==> src/rtl/core/assert_macros.svh <==
// Assertion macros used by the top RTL module of the power sequencer.
`ifndef ASSERT_MACROS_SVH
`define ASSERT_MACROS_SVH

`ifndef SYNTHESIS

// Property must hold at every rising clock edge outside reset.
`define ASSERT_PROP(lbl, clk, rst_n, prop) \
  lbl: assert property (@(posedge clk) disable iff (!rst_n) (prop)) \
    else $error("assertion failed");

// Condition must never be true outside reset.
`define ASSERT_NEVER(lbl, clk, rst_n, cond) \
  lbl: assert property (@(posedge clk) disable iff (!rst_n) !(cond)) \
    else $error("forbidden condition seen");

`else

`define ASSERT_PROP(lbl, clk, rst_n, prop)
`define ASSERT_NEVER(lbl, clk, rst_n, cond)

`endif

`endif

==> src/rtl/core/dps_pkg.sv <==
// Shared constants, types and codes of the debounced power sequencer.
package dps_pkg;

  localparam int unsigned DECAY_W          = 8;
  localparam int unsigned THRESH_W         = 12;
  localparam int unsigned CFG_INDEX_W      = 8;
  localparam int unsigned CFG_DATA_W       = 12;
  localparam int unsigned IN_TDATA_W       = 8;
  localparam int unsigned OUT_TDATA_W      = 8;
  localparam int unsigned FILTER_WIDTH_DEF = 13;
  localparam int unsigned FILTER_RESET     = 2560;
  localparam int unsigned INPUT_STEP       = 256;

  localparam logic [DECAY_W-1:0]  DECAY_RESET  = 8'd230;
  localparam logic [THRESH_W-1:0] THRESH_RESET = 12'd1280;

  localparam logic [CFG_INDEX_W-1:0] REG_DECAY  = 8'd0;
  localparam logic [CFG_INDEX_W-1:0] REG_THRESH = 8'd1;

  localparam logic [1:0] PS_SLEEP  = 2'd0;
  localparam logic [1:0] PS_BOOT   = 2'd1;
  localparam logic [1:0] PS_ONLINE = 2'd2;

  typedef enum logic [2:0] {
    ST_SLEEP  = 3'b001,
    ST_BOOT   = 3'b010,
    ST_ONLINE = 3'b100
  } seq_state_t;

  // Packed so that the last result field, boost_on, lands in bit 0.
  typedef struct packed {
    logic [1:0] power_state;
    logic       online_level;
    logic       button_toggled;
    logic       button_level;
    logic       forwarded_button;
    logic       boost_on;
  } result_t;

endpackage

==> src/rtl/core/dps_ema_filter.sv <==
// Exponential moving average filter with saturation and level compare.
module dps_ema_filter #(
  parameter int unsigned FILTER_WIDTH = dps_pkg::FILTER_WIDTH_DEF
) (
  input  logic                          clk,
  input  logic                          rst_n,
  input  logic                          step_en,
  input  logic                          sample_bit,
  input  logic [dps_pkg::DECAY_W-1:0]   decay_q8,
  input  logic [dps_pkg::THRESH_W-1:0]  level_threshold,
  output logic                          level_nxt
);
  import dps_pkg::*;

  localparam int unsigned PROD_W  = FILTER_WIDTH + DECAY_W;
  localparam int unsigned SUM_W   = FILTER_WIDTH + 1;
  localparam int unsigned CMP_W   = (FILTER_WIDTH > THRESH_W) ? FILTER_WIDTH : THRESH_W;
  localparam int unsigned MAX_INT = (1 << (FILTER_WIDTH - 1)) - 1;
  localparam int unsigned RST_INT = (FILTER_RESET > MAX_INT) ? MAX_INT : FILTER_RESET;
  localparam logic [FILTER_WIDTH-1:0] AVG_MAX   = FILTER_WIDTH'(MAX_INT);
  localparam logic [FILTER_WIDTH-1:0] AVG_RESET = FILTER_WIDTH'(RST_INT);

  logic [FILTER_WIDTH-1:0] avg_r;
  logic [FILTER_WIDTH-1:0] avg_nxt;
  logic [PROD_W-1:0]       product;
  logic [FILTER_WIDTH-1:0] scaled;
  logic [SUM_W-1:0]        sum;

  assign product = PROD_W'(avg_r) * PROD_W'(decay_q8);
  assign scaled  = product[PROD_W-1:DECAY_W];
  assign sum     = SUM_W'(scaled) + (sample_bit ? SUM_W'(INPUT_STEP) : SUM_W'(0));
  assign avg_nxt = (sum > SUM_W'(AVG_MAX)) ? AVG_MAX : sum[FILTER_WIDTH-1:0];

  assign level_nxt = CMP_W'(avg_nxt) > CMP_W'(level_threshold);

  always_ff @(posedge clk) begin
    if (!rst_n) begin
      avg_r <= AVG_RESET;
    end else if (step_en) begin
      avg_r <= avg_nxt;
    end
  end

endmodule

==> src/rtl/core/debounced_power_sequencer.sv <==
// Top level of the debounced power sequencer: filters, sequencer, output buffer.
//
// Each transfer on the in_ channel is one timer tick carrying the raw button
// (in_tdata[0], 0 pressed) and raw online (in_tdata[1]) samples. Each tick
// updates two averaging filters, the debounced levels and the three-state
// power sequencer, and yields exactly one result transfer on the out_ channel.
// A tick's result is registered into out_, or into the skid register while
// out_ is stalled. Throughput is one tick per cycle while in_tready is high;
// the filter multiply, saturation and threshold compare plus the sequencer
// step form the single combinational stage ahead of the result register.
// A two-entry output buffer (result register plus skid register) lets one
// more tick in while a result is stalled; with both full, in_tready drops
// until the receiver takes a result. Order of results is always kept.
// The cfg_ channel writes decay_q8 (index 0) and level_threshold (index 1);
// other indexes are ignored. cfg_ready is always high.
// Synchronous reset restores the default registers, sets both averages to
// 10.0 in Q.8 (clamped to the filter maximum), the button level high, the
// sequencer to sleep and empties the output buffer.
`include "assert_macros.svh"

module debounced_power_sequencer #(
  parameter int unsigned FILTER_WIDTH = dps_pkg::FILTER_WIDTH_DEF
) (
  input  logic                            clk,
  input  logic                            rst_n,
  // tdata: [0] raw_button, [1] raw_online, [7:2] zero
  input  logic                            in_tvalid,
  output logic                            in_tready,
  input  logic [dps_pkg::IN_TDATA_W-1:0]  in_tdata,
  // tdata: [0] boost_on, [1] forwarded_button, [2] button_level,
  // [3] button_toggled, [4] online_level, [6:5] power_state, [7] zero
  output logic                            out_tvalid,
  input  logic                            out_tready,
  output logic [dps_pkg::OUT_TDATA_W-1:0] out_tdata,
  input  logic                            cfg_valid,
  output logic                            cfg_ready,
  input  logic [dps_pkg::CFG_INDEX_W-1:0] cfg_index,
  input  logic [dps_pkg::CFG_DATA_W-1:0]  cfg_data
);
  import dps_pkg::*;

  logic [DECAY_W-1:0]  decay_r;
  logic [THRESH_W-1:0] thresh_r;

  seq_state_t state_r, state_nxt;
  logic       boost_r, boost_nxt;
  logic       fwd_r, fwd_nxt;
  logic       btn_level_r;
  logic       prev_raw_r;

  logic       in_fire;
  logic       raw_button, raw_online;
  logic       btn_level_nxt, online_level_nxt;
  logic       falling;
  logic [1:0] power_code;
  result_t    new_res;

  result_t    out_r, skid_r;
  logic       out_valid_r, skid_valid_r;

  assign cfg_ready  = 1'b1;
  assign in_tready  = !skid_valid_r;
  assign in_fire    = in_tvalid && in_tready;
  assign raw_button = in_tdata[0];
  assign raw_online = in_tdata[1];

  always_ff @(posedge clk) begin
    if (!rst_n) begin
      decay_r  <= DECAY_RESET;
      thresh_r <= THRESH_RESET;
    end else if (cfg_valid && cfg_ready) begin
      if (cfg_index == REG_DECAY) begin
        decay_r <= cfg_data[DECAY_W-1:0];
      end else if (cfg_index == REG_THRESH) begin
        thresh_r <= cfg_data[THRESH_W-1:0];
      end
    end
  end

  dps_ema_filter #(.FILTER_WIDTH(FILTER_WIDTH)) u_button_filter (
    .clk             (clk),
    .rst_n           (rst_n),
    .step_en         (in_fire),
    .sample_bit      (raw_button),
    .decay_q8        (decay_r),
    .level_threshold (thresh_r),
    .level_nxt       (btn_level_nxt)
  );

  dps_ema_filter #(.FILTER_WIDTH(FILTER_WIDTH)) u_online_filter (
    .clk             (clk),
    .rst_n           (rst_n),
    .step_en         (in_fire),
    .sample_bit      (raw_online),
    .decay_q8        (decay_r),
    .level_threshold (thresh_r),
    .level_nxt       (online_level_nxt)
  );

  assign falling = prev_raw_r && !raw_button;

  always_comb begin
    state_nxt = state_r;
    boost_nxt = boost_r;
    fwd_nxt   = fwd_r;
    case (state_r)
      ST_SLEEP: begin
        boost_nxt = 1'b0;
        fwd_nxt   = 1'b0;
        if (falling) begin
          boost_nxt = 1'b1;
          state_nxt = ST_BOOT;
        end
      end
      ST_BOOT: begin
        fwd_nxt = btn_level_nxt;
        if (online_level_nxt) begin
          state_nxt = ST_ONLINE;
        end
      end
      ST_ONLINE: begin
        fwd_nxt = btn_level_nxt;
        if (!online_level_nxt) begin
          boost_nxt = 1'b0;
          state_nxt = ST_SLEEP;
        end
      end
      default: begin
        state_nxt = ST_SLEEP;
      end
    endcase
  end

  always_comb begin
    case (state_nxt)
      ST_SLEEP:  power_code = PS_SLEEP;
      ST_BOOT:   power_code = PS_BOOT;
      ST_ONLINE: power_code = PS_ONLINE;
      default:   power_code = PS_SLEEP;
    endcase
  end

  always_comb begin
    new_res.boost_on         = boost_nxt;
    new_res.forwarded_button = fwd_nxt;
    new_res.button_level     = btn_level_nxt;
    new_res.button_toggled   = btn_level_nxt != btn_level_r;
    new_res.online_level     = online_level_nxt;
    new_res.power_state      = power_code;
  end

  always_ff @(posedge clk) begin
    if (!rst_n) begin
      state_r     <= ST_SLEEP;
      boost_r     <= 1'b0;
      fwd_r       <= 1'b0;
      btn_level_r <= 1'b1;
      prev_raw_r  <= 1'b1;
    end else if (in_fire) begin
      state_r     <= state_nxt;
      boost_r     <= boost_nxt;
      fwd_r       <= fwd_nxt;
      btn_level_r <= btn_level_nxt;
      prev_raw_r  <= raw_button;
    end
  end

  // The skid register only fills while the result register is stalled, and
  // it drains into the result register before any new tick is taken.
  always_ff @(posedge clk) begin
    if (!rst_n) begin
      out_valid_r  <= 1'b0;
      skid_valid_r <= 1'b0;
    end else if (!out_valid_r || out_tready) begin
      out_valid_r  <= skid_valid_r || in_fire;
      skid_valid_r <= 1'b0;
    end else if (in_fire) begin
      skid_valid_r <= 1'b1;
    end
  end

  always_ff @(posedge clk) begin
    if (!out_valid_r || out_tready) begin
      out_r <= skid_valid_r ? skid_r : new_res;
    end else if (in_fire) begin
      skid_r <= new_res;
    end
  end

  assign out_tvalid = out_valid_r;
  assign out_tdata  = OUT_TDATA_W'(out_r);

  `ASSERT_NEVER(a_skid_without_result, clk, rst_n, skid_valid_r && !out_valid_r)
  `ASSERT_PROP(a_boost_follows_state, clk, rst_n, boost_r == (state_r != ST_SLEEP))
  `ASSERT_PROP(a_skid_fills_on_stall, clk, rst_n, $rose(skid_valid_r) |-> $past(out_valid_r && !out_tready))

endmodule
==> config.mk <==
export PLATFORM = sky130hd
export DESIGN_NAME = debounced_power_sequencer
export DESIGN_NICKNAME = d
export VERILOG_FILES = /design/src/rtl/core/dps_pkg.sv /design/src/rtl/core/dps_ema_filter.sv /design/src/rtl/core/debounced_power_sequencer.sv
export VERILOG_INCLUDE_DIRS = /design/src /design/src/rtl/core
export SDC_FILE = /design/constraint.sdc
export NUM_CORES = 1
export LEC_CHECK = 0
export ABC_AREA = 1
export BUFFER_PORTS_ARGS = -buffer_cell sky130_fd_sc_hd__clkbuf_2
export CORE_UTILIZATION = 50
export CTS_BUF_LIST = sky130_fd_sc_hd__clkbuf_16
export DETAILED_ROUTE_END_ITERATION = 8
export GPL_ROUTABILITY_DRIVEN = 0
export HOLD_SLACK_MARGIN = 0.03
export PLACE_DENSITY = 0.67
export REMOVE_ABC_BUFFERS = 1
export SETUP_SLACK_MARGIN = 0.15
export SLEW_MARGIN = 20
export SYNTH_ARGS = -nofsm -noshare
export SYNTH_HDL_FRONTEND = slang
export SYNTH_SLANG_ARGS = --single-unit
export TNS_END_PERCENT = 20
==> constraint.sdc <==
create_clock -name clk -period 11.15 [get_ports clk]
set_input_delay 1.6725 -clock clk [delete_from_list [all_inputs] [get_ports clk]]
set_output_delay 1.6725 -clock clk [all_outputs]
set_load 0.01 [all_outputs]
==> flow_summary.ini, run 1 <==
[cts]
cts_buffers = 9
cts_hold_buf = 0
post_cts_resized = 0
clock-root-buffer = clkbuf_16
cts_sinks = 69
cts.clk_slew.worst_paths_ns = 0.06
h-tree-depth = 3
postCtsSetupBuffers = 0
clockBufferDepth = 2
cts_tree = built
clk_latency_ns = 0.33

[floorplanning]
ios = 44
die-area_um2 = 22000
coreArea_um2 = 21000
die_y_um = 148
die_x_um = 148
row_count = 53
initial_core_util_pct = 51.0

[logic_synthesis]
ys.warnings.count = 0
synth.top_cells.by_count = nand2_1, inv_1, fa_1, ha_1, nor2_1
netlist_area_um2 = 10700
yosysMostFrequentCell = nand2_1
async_reset_ff_share_pct = 0
yosys_most_used_dff = dfxtp_1
avgSynthCellArea_um2 = 7.14
synth_top_area_share_pct = 24.3
ys_types = 44
synth_area_leaders = fa_1, nand2_1, inv_1
syn_inst = 1501
synth_top_cell_by_area = fa_1
synth_enable_flop_cells = 14
ys_ff_latch = 69
seq_area_frac_synth_pct = 14.2

[routing]
wl_per_cell_um = 13.3
num_vias = 8681
drc = 0
firstDrtPassIters = 5
postRouteAntennaNets = 0
wirelength_um = 23500
viasPerCell = 4.92
drt_first_iter_violations = 610

[worst_setup_path]
crit_path_end_kind = flip-flop
r2r-start = decay_r[4]
crit_top_cell = nand2_1
cpPeakStageDelay_ns = 0.74
startpoint = decay_r[4]
cpMaxStageDelayCell = dfxtp_1
worstSetupPathType = flip-flop to flip-flop
crit_fanout = 21
crit_arrival_ns = 7.90
r2r_slack_ns = 3.45
crit_path_start_kind = flip-flop
cp.required_ns = 11.35

[sta]
finalCriticalPeriod_ns = 7.70
grt_setup_unrepaired = false
tightestPinTransition_ns = 1.05
fin_setup_tns_ns = 0
hold_violations = 0
fin_crit_sh_pct = 69.0
maxSlewViolCount = 0
fin_worst_skew_ns = 0.00766
max_freq_ghz = 0.130
slew_headroom_pct = 29.9
finalSetupViolCount = 0

[global_routing]
first_global_vias = 8778
grt-ovfl-total = 0
grt.total_usage_pct = 23.3
grt_pass1_wl_um = 41300
grt_antenna_before_repair = 0
grt_max_degree = 57

[worst_hold_path]
hp-class = flip-flop to flip-flop
min_from = decay_r[1]

[job]
cap_violations = 0

[placement]
port_buffers = 35
dp_hpwl_um = 19200

[outcome]
status = complete, no violations

[final_layout]
drive_above_1_share_pct = 8.06
finish.utilization_pct = 53.6
area_growth_pct = 5.15
nets = 1751
fillCellCount = 2065
num_antenna_cells = 0
## cell type report
type / count / area (um^2) / share of cell area (%)
Clock buffer: 10 / 250 / 2.22
Clock inverter: 6 / 61.3 / 0.544
Inverter: 365 / 1370 / 12.2
Multi-Input combinational cell: 995 / 7480 / 66.4
Sequential cell: 69 / 1520 / 13.5
Tap cell: 275 / 344 / 3.05
Timing Repair Buffer: 44 / 243 / 2.15
## cell usage in the layout, fill, tap and decap left out, types with 2 or more instances in the layout
master	n
nand4_1	17
nor2_2	4
nor2_4	3
nor3_1	17
xor2_1	12
nor4_1	2
a211oi_1	3
clkbuf_2	35
clkinvlp_4	2
o211ai_1	4
inv_1	363
a31oi_1	5
nand2_4	6
o21bai_1	5
nand3_2	15
nand3_1	30
ha_1	104
buf_4	9
nand2_2	26
a21oi_1	55
clkbuf_16	10
and2_1	4
nand2_1	387
conb_1	2
o21ai_0	38
nor2_1	97
dfxtp_1	55
a21o_1	7
fa_1	130
and3_1	2
xnor2_1	11
edfxtp_1	14
or2_2	2
inv_2	3
## worst paths after layout
check,to,cells past startpoint
max,out_tdata[5],37
min,decay_r[1],2
max reg2reg,out_tdata[5],37
min reg2reg,decay_r[1],2
## per-layer routing
| metal | up-vias | share of wire (%) | track usage, % |
|---|---|---|---|
| met5 | - | 0 | 0 |
| li1 | 4413 | - | - |
| met2 | 176 | 47 | 39.2 |
| met1 | 4073 | 48 | 32.4 |
| met4 | 0 | 0.96 | 3.76 |
| met3 | 19 | 4.0 | 2.85 |
## sequential cells by signal, indices dropped and copies added, names as in the netlist
signal	count
u_button_filter.avg_r	13
u_online_filter.avg_r	13
thresh_r	12
decay_r	8
out_tdata	7
skid_r	7
state_r	3
boost_r	1
btn_level_r	1
fwd_r	1
out_tvalid	1
prev_raw_r	1
skid_valid_r	1
## worst max-delay path, delay by kind of cell (launching register included)
| family | cells | cell delay, ns |
|---|---|---|
| flops | 1 | 0.74 |
| simple gates | 16 | 1.66 |
| fa+ha+maj | 8 | 3.16 |
| buf+inv | 7 | 0.74 |
| xor+xnor | 1 | 0.16 |
| compound gates | 5 | 1.13 |
## through the flow
stage / hold slack, ns / area [um^2] / worst slack (ns) / cells
after floorplan: 0.460 / 10400 / 4.64 / 1429
after global placement: 0.456 / 11000 / 3.67 / 1748
after detailed placement: 0.467 / 11000 / 3.57 / 1748
after CTS: 0.481 / 11300 / 3.54 / 1764
after global routing: 0.537 / 11300 / 2.83 / 1764
final: 0.475 / 11300 / 3.45 / 1764
## cells by family after synthesis
logic type | Yosys count | synth area share (%)
AO/OA/AOI/OAI | 120 | 6.19
AND/OR/NAND/NOR | 616 | 25.2
XOR/XNOR | 23 | 1.88
flip-flops | 69 | 14.2
other | 2 | 0.0701
adder cells (fa/ha/maj) | 234 | 36.4
buffers and inverters | 437 | 16.1
Power of run 1 is not shown: default switching activity piles up to over one toggle a cycle in this logic, so the estimate is an artifact.
==> run 2, diff against run 1 <==
--- a/config.mk
+++ b/config.mk
@@ -6,14 +6,14 @@
 export SDC_FILE = /design/constraint.sdc
 export NUM_CORES = 1
 export LEC_CHECK = 0
-export ABC_AREA = 1
+export ABC_AREA = 0
 export BUFFER_PORTS_ARGS = -buffer_cell sky130_fd_sc_hd__clkbuf_2
 export CORE_UTILIZATION = 50
 export CTS_BUF_LIST = sky130_fd_sc_hd__clkbuf_16
 export DETAILED_ROUTE_END_ITERATION = 8
 export GPL_ROUTABILITY_DRIVEN = 0
 export HOLD_SLACK_MARGIN = 0.03
-export PLACE_DENSITY = 0.67
+export PLACE_DENSITY = 0.7
 export REMOVE_ABC_BUFFERS = 1
 export SETUP_SLACK_MARGIN = 0.15
 export SLEW_MARGIN = 20
==> constraint.sdc (replaced) <==
create_clock -name clk -period 6.71 [get_ports clk]
set_input_delay 1.0065 -clock clk [delete_from_list [all_inputs] [get_ports clk]]
set_output_delay 1.0065 -clock clk [all_outputs]
set_load 0.01 [all_outputs]
==> run 2 against run 1 <==
Effect of this change: the flow now finishes with violations (setup timing); count of clock-buffer cells in the layout is 1 lower; hold slack better by 0.0090 ns; clock skew is 0.00078 ns lower; setup slack worse by 4.0 ns; cell area is 7.5% higher; synthesized cell count is 26% lower; first-iteration DRC count is 27% lower; critical path depth is 8 lower; cell count is 12% lower; critical endpoint is now out_tdata[3].
==> flow_summary.ini, run 2 <==
[outcome]
status = complete, but fails checks
violations = setup timing

[final_layout]
layout_common_cells = inv_1, buf_4, nand2_1
register_area_um2 = 1560
largestRegisters = u_button_filter.avg_r x13, u_online_filter.avg_r x13, thresh_r x12
nets = 1553
drive_above_1_share_pct = 23.1
multiInputGateArea_um2 = 7770
fillCellCount = 1572
area_growth_pct = 23.8
layout_commonest_cell = inv_1
num_antenna_cells = 0

[logic_synthesis]
synth_top_cell_by_area = fa_1
seq_area_frac_synth_pct = 15.5
ys.warnings.count = 0
ys_types = 63
netlist_area_um2 = 9790
synth.top_cells.by_count = inv_1, nand2_1, fa_1, and2_1, ha_1
ys_ff_latch = 69
synth_area_leaders = fa_1, ha_1, dfxtp_1
yosysMostFrequentCell = inv_1
synth_top_area_share_pct = 26.6
synth_enable_flop_cells = 14
avgSynthCellArea_um2 = 8.77
yosys_most_used_dff = dfxtp_1
async_reset_ff_share_pct = 0
syn_inst = 1116

[sta]
max_freq_ghz = 0.138
finalSetupViolCount = 20
hold_violations = 0
slew_headroom_pct = 32.7
grt_setup_unrepaired = true
fin_crit_sh_pct = 108
fin_worst_skew_ns = 0.00688
maxSlewViolCount = 0
tightestPinTransition_ns = 1.01
fin_ws_ns = -0.550
finalCriticalPeriod_ns = 7.26

[worst_setup_path]
crit_path_start_kind = flip-flop
reg2reg_depth = 29
crit_fanout = 8
worstSetupPathType = flip-flop to flip-flop
crit_path_end_kind = flip-flop
crit_end = out_tdata[3]
crit_top_cell = fa_1
crit_arrival_ns = 7.36
r2r_slack_ns = -0.55
cpPeakStageDelay_ns = 0.55
startpoint = decay_r[4]
r2r-start = decay_r[4]
cp.required_ns = 6.81
cpMaxStageDelayCell = fa_1
rr_endpoint = out_tdata[3]

[global_routing]
grt_antenna_before_repair = 0
grt-ovfl-total = 0
grt_max_degree = 50
grt_pass1_wl_um = 40500
first_global_vias = 8260
grt.total_usage_pct = 25.4

[routing]
wirelength_um = 23800
viasPerCell = 5.31
wl_per_cell_um = 15.3
drt_first_iter_violations = 443
num_vias = 8239
firstDrtPassIters = 5
drc = 0
postRouteAntennaNets = 0

[cts]
cts.clk_slew.worst_paths_ns = 0.06
clk_latency_ns = 0.34
clock-root-buffer = clkbuf_16
cts_buffers = 9
clockBufferDepth = 2
cts_tree = built
cts_hold_buf = 0
h-tree-depth = 3
cts_sinks = 69

[worst_hold_path]
hp-class = flip-flop to flip-flop

[floorplanning]
die_x_um = 142
die_y_um = 142
ios = 44
coreArea_um2 = 19000
row_count = 50
die-area_um2 = 20100
initial_core_util_pct = 51.6

[placement]
port_buffers = 35
dp_hpwl_um = 18800
place_ws_ns = -0.961

[job]
cap_violations = 0
run 2: cell count changes after synthesis, sizes merged, moves of 7 or more:
cell    before  now
nand2      419  134
inv        364  163
and2         4  128
nor2       104   38
nand3       45   11
mux2i        0   22
a31oi        5   23
clkbuf      54   40
a21oi       56   45
o21a         0   11
buf         18   10
nand2b       1    9
nand4       17   10
nor3        17   10
run 2: worst min path at each step:
| stage | depth (start not counted) | startpoint | end | slack, ns |
|---|---|---|---|---|
| floorplan | 2 | prev_raw_r | prev_raw_r | 0.44 |
| global placement | 2 | prev_raw_r | prev_raw_r | 0.45 |
| detailed placement | 2 | prev_raw_r | prev_raw_r | 0.47 |
| CTS | 2 | prev_raw_r | prev_raw_r | 0.48 |
| global route | 2 | prev_raw_r | prev_raw_r | 0.50 |
| finish | 2 | prev_raw_r | prev_raw_r | 0.48 |
run 2: area by class of cell:
class	count	area share, %
Timing Repair Buffer	209	13.0
Clock buffer	9	1.86
Multi-Input combinational cell	833	64.2
Clock inverter	7	0.362
Tap cell	260	2.69
Sequential cell	69	12.9
Inverter	164	5.08
run 2: logic make-up (layout without fill, tap and decap cells):
logic type	after synthesis	count (layout)	synth area share (%)
compound gates	174	174	11.5
other cells	2	2	0.0767
flops	69	69	15.5
buf+inv	214	389	8.48
fa+ha+maj	234	234	39.9
xor+xnor	29	29	2.60
simple gates	366	366	19.0
mux	28	28	2.98
run 2: worst max-delay path: cells and delay by family (launching register included):
| kind | cells | cell delay (ns) |
|---|---|---|
| adder cells (fa/ha/maj) | 7 | 2.78 |
| AO/OA/AOI/OAI | 9 | 1.81 |
| multiplexers | 2 | 0.51 |
| buffers and inverters | 5 | 0.66 |
| flip-flops | 1 | 0.37 |
| XOR/XNOR | 2 | 0.24 |
| AND/OR/NAND/NOR | 4 | 0.65 |
run 2: routing by layer:
metal	global-route usage, %	part of all wire (%)
met4	4.07	1.0
met2	43.2	50
met1	35.0	46
met5	0	0
met3	3.58	3.6
run 2: through the flow:
stage / area, um^2 / hold slack [ns] / std cells / util [%] / setup TNS [ns]
after floorplan: 9570 / 0.440 / 1066 / - / -12.20
after global placement: 11300 / 0.454 / 1516 / 59.4 / -11.59
after detailed placement: 11300 / 0.467 / 1516 / 59.4 / -14.50
after CTS: 11900 / 0.478 / 1544 / 62.7 / -6.77
after global routing: 12100 / 0.501 / 1551 / 63.9 / -12.41
final: 12100 / 0.484 / 1551 / 63.9 / -6.16
run 2: timing repair:
| action | 4_1_cts | 5_1_grt |
|---|---|---|
| resized for setup | 72 | 33 |
| setup endpoints to repair | 20 | 20 |
| pin swaps | 45 | 23 |
| cloned | 1 | 0 |
| setup buffers | 11 | 7 |
Power of run 2 is left out for the same reason.
==> run 3, diff against run 2 <==
--- a/config.mk
+++ b/config.mk
@@ -16,6 +16,7 @@
 export PLACE_DENSITY = 0.7
 export REMOVE_ABC_BUFFERS = 1
 export SETUP_SLACK_MARGIN = 0.15
+export SKIP_CTS_REPAIR_TIMING = 1
 export SLEW_MARGIN = 20
 export SYNTH_ARGS = -nofsm -noshare
 export SYNTH_HDL_FRONTEND = slang
==> run 3 against run 2 <==
Effect of this change: the flow still finishes with violations (setup timing); global-route usage down 0.77 points; non-clock buffer count up 6; hold slack worse by 0.0090 ns; cell area up 1.5%; via count up 0.98%; setup slack better by 0.0080 ns.
==> flow_summary.ini, run 3 (same netlist as run 2, synthesis figures left out) <==
[outcome]
status = complete, but fails checks
violations = setup timing

[sta]
slew_headroom_pct = 34.6
fin_ws_ns = -0.542
finalCriticalPeriod_ns = 7.25
grt_setup_unrepaired = true
maxSlewViolCount = 0
max_freq_ghz = 0.138
fin_crit_sh_pct = 108
tightestPinTransition_ns = 0.977
hold_violations = 0
fin_setup_tns_ns = -7.35
finalSetupViolCount = 20
fin_worst_skew_ns = 0.00628

[worst_hold_path]
hold_depth = 2
min_delay_worst_endpoint = prev_raw_r
min_from = prev_raw_r
hp-class = flip-flop to flip-flop

[routing]
num_vias = 8320
wl_per_cell_um = 15.7
postRouteAntennaNets = 0
drt_first_iter_violations = 506
drc = 0
wirelength_um = 24400
firstDrtPassIters = 8
viasPerCell = 5.34

[worst_setup_path]
crit_fanout = 5
cpPeakStageDelay_ns = 0.57
rr_endpoint = out_tdata[0]
r2r_slack_ns = -0.54
cp.required_ns = 6.80
worstSetupPathType = flip-flop to flip-flop
crit_path_end_kind = flip-flop
crit_arrival_ns = 7.35
reg2reg_depth = 33
crit_top_cell = o21a_1
crit_path_start_kind = flip-flop
crit_family = adder cells
r2r-start = decay_r[7]
cpMaxStageDelayCell = fa_2
cp_num_buf_inv = 5

[final_layout]
nets = 1559
area_growth_pct = 25.6
num_antenna_cells = 0
drive_above_1_share_pct = 25.4
layout_common_cells = buf_4, inv_1, nand2_1
layout_commonest_cell = buf_4
largestRegisters = u_button_filter.avg_r x13, u_online_filter.avg_r x13, thresh_r x12

[placement]
dp_hpwl_um = 18800
port_buffers = 35

[global_routing]
grtUsageMet3_pct = 3.71
grt-ovfl-total = 0
met2_usage_pct = 41.3
busiest_layer = met2
grt.total_usage_pct = 24.7
first_global_vias = 8093
grt_antenna_before_repair = 0
grt_max_degree = 50
grt_pass1_wl_um = 39400
met1_usage_pct = 34.6

[cts]
cts_buffers = 9
clockBufferDepth = 2
cts_sinks = 69
cts_tree = built
clk_latency_ns = 0.34
h-tree-depth = 3
clock-root-buffer = clkbuf_16
cts.clk_slew.worst_paths_ns = 0.06

[floorplanning]
die_x_um = 142
row_count = 50
initial_core_util_pct = 51.6
coreArea_um2 = 19000
die-area_um2 = 20100
ios = 44
die_y_um = 142

[job]
cap_violations = 0
[run 3: how the worst max path moves through the flow]
stage                             start           end  slack [ns]  cells after the start
3_5_place_dp   u_button_filter.avg_r[2]  out_tdata[1]       -0.96                     33
6_report                     decay_r[7]  out_tdata[0]       -0.54                     33
4_1_cts        u_button_filter.avg_r[2]  out_tdata[1]       -1.03                     33
5_1_grt                      decay_r[5]  out_tdata[3]       -0.82                     30
2_1_floorplan                decay_r[7]  out_tdata[1]       -1.13                     31
3_3_place_gp   u_button_filter.avg_r[2]  out_tdata[1]       -0.86                     33
[run 3: routing by layer]
layer	vias up	routed length, um
met5	-	0
met4	0	300
met3	23	1130
met2	234	12000
met1	4088	10900
li1	3975	-
[run 3: worst min-delay path: cells and delay by family (launching register included)]
kind             cells  cell delay [ns]
DFF                  1             0.31
and+or+nand+nor      2             0.11
[run 3: cell type report]
| type | instances | area (um^2) |
|---|---|---|
| Clock buffer | 9 | 225 |
| Multi-Input combinational cell | 833 | 7840 |
| Tap cell | 260 | 325 |
| Timing Repair Buffer | 215 | 1680 |
| Clock inverter | 7 | 43.8 |
| Sequential cell | 69 | 1560 |
| Inverter | 164 | 616 |
| Fill cell | 1542 | 6660 |
[run 3: per-stage QoR]
stage	cells	hold WS [ns]	util [%]	cell area (um^2)	setup slack, ns
global route	1557	0.501	64.9	12300	-0.818
CTS	1532	0.478	60.8	11500	-1.03
detailed placement	1516	0.467	59.4	11300	-0.961
global placement	1516	0.454	59.4	11300	-0.855
floorplan	1066	0.440	-	9570	-1.13
finish	1557	0.475	64.9	12300	-0.542
Power of run 3 is left out for the same reason.
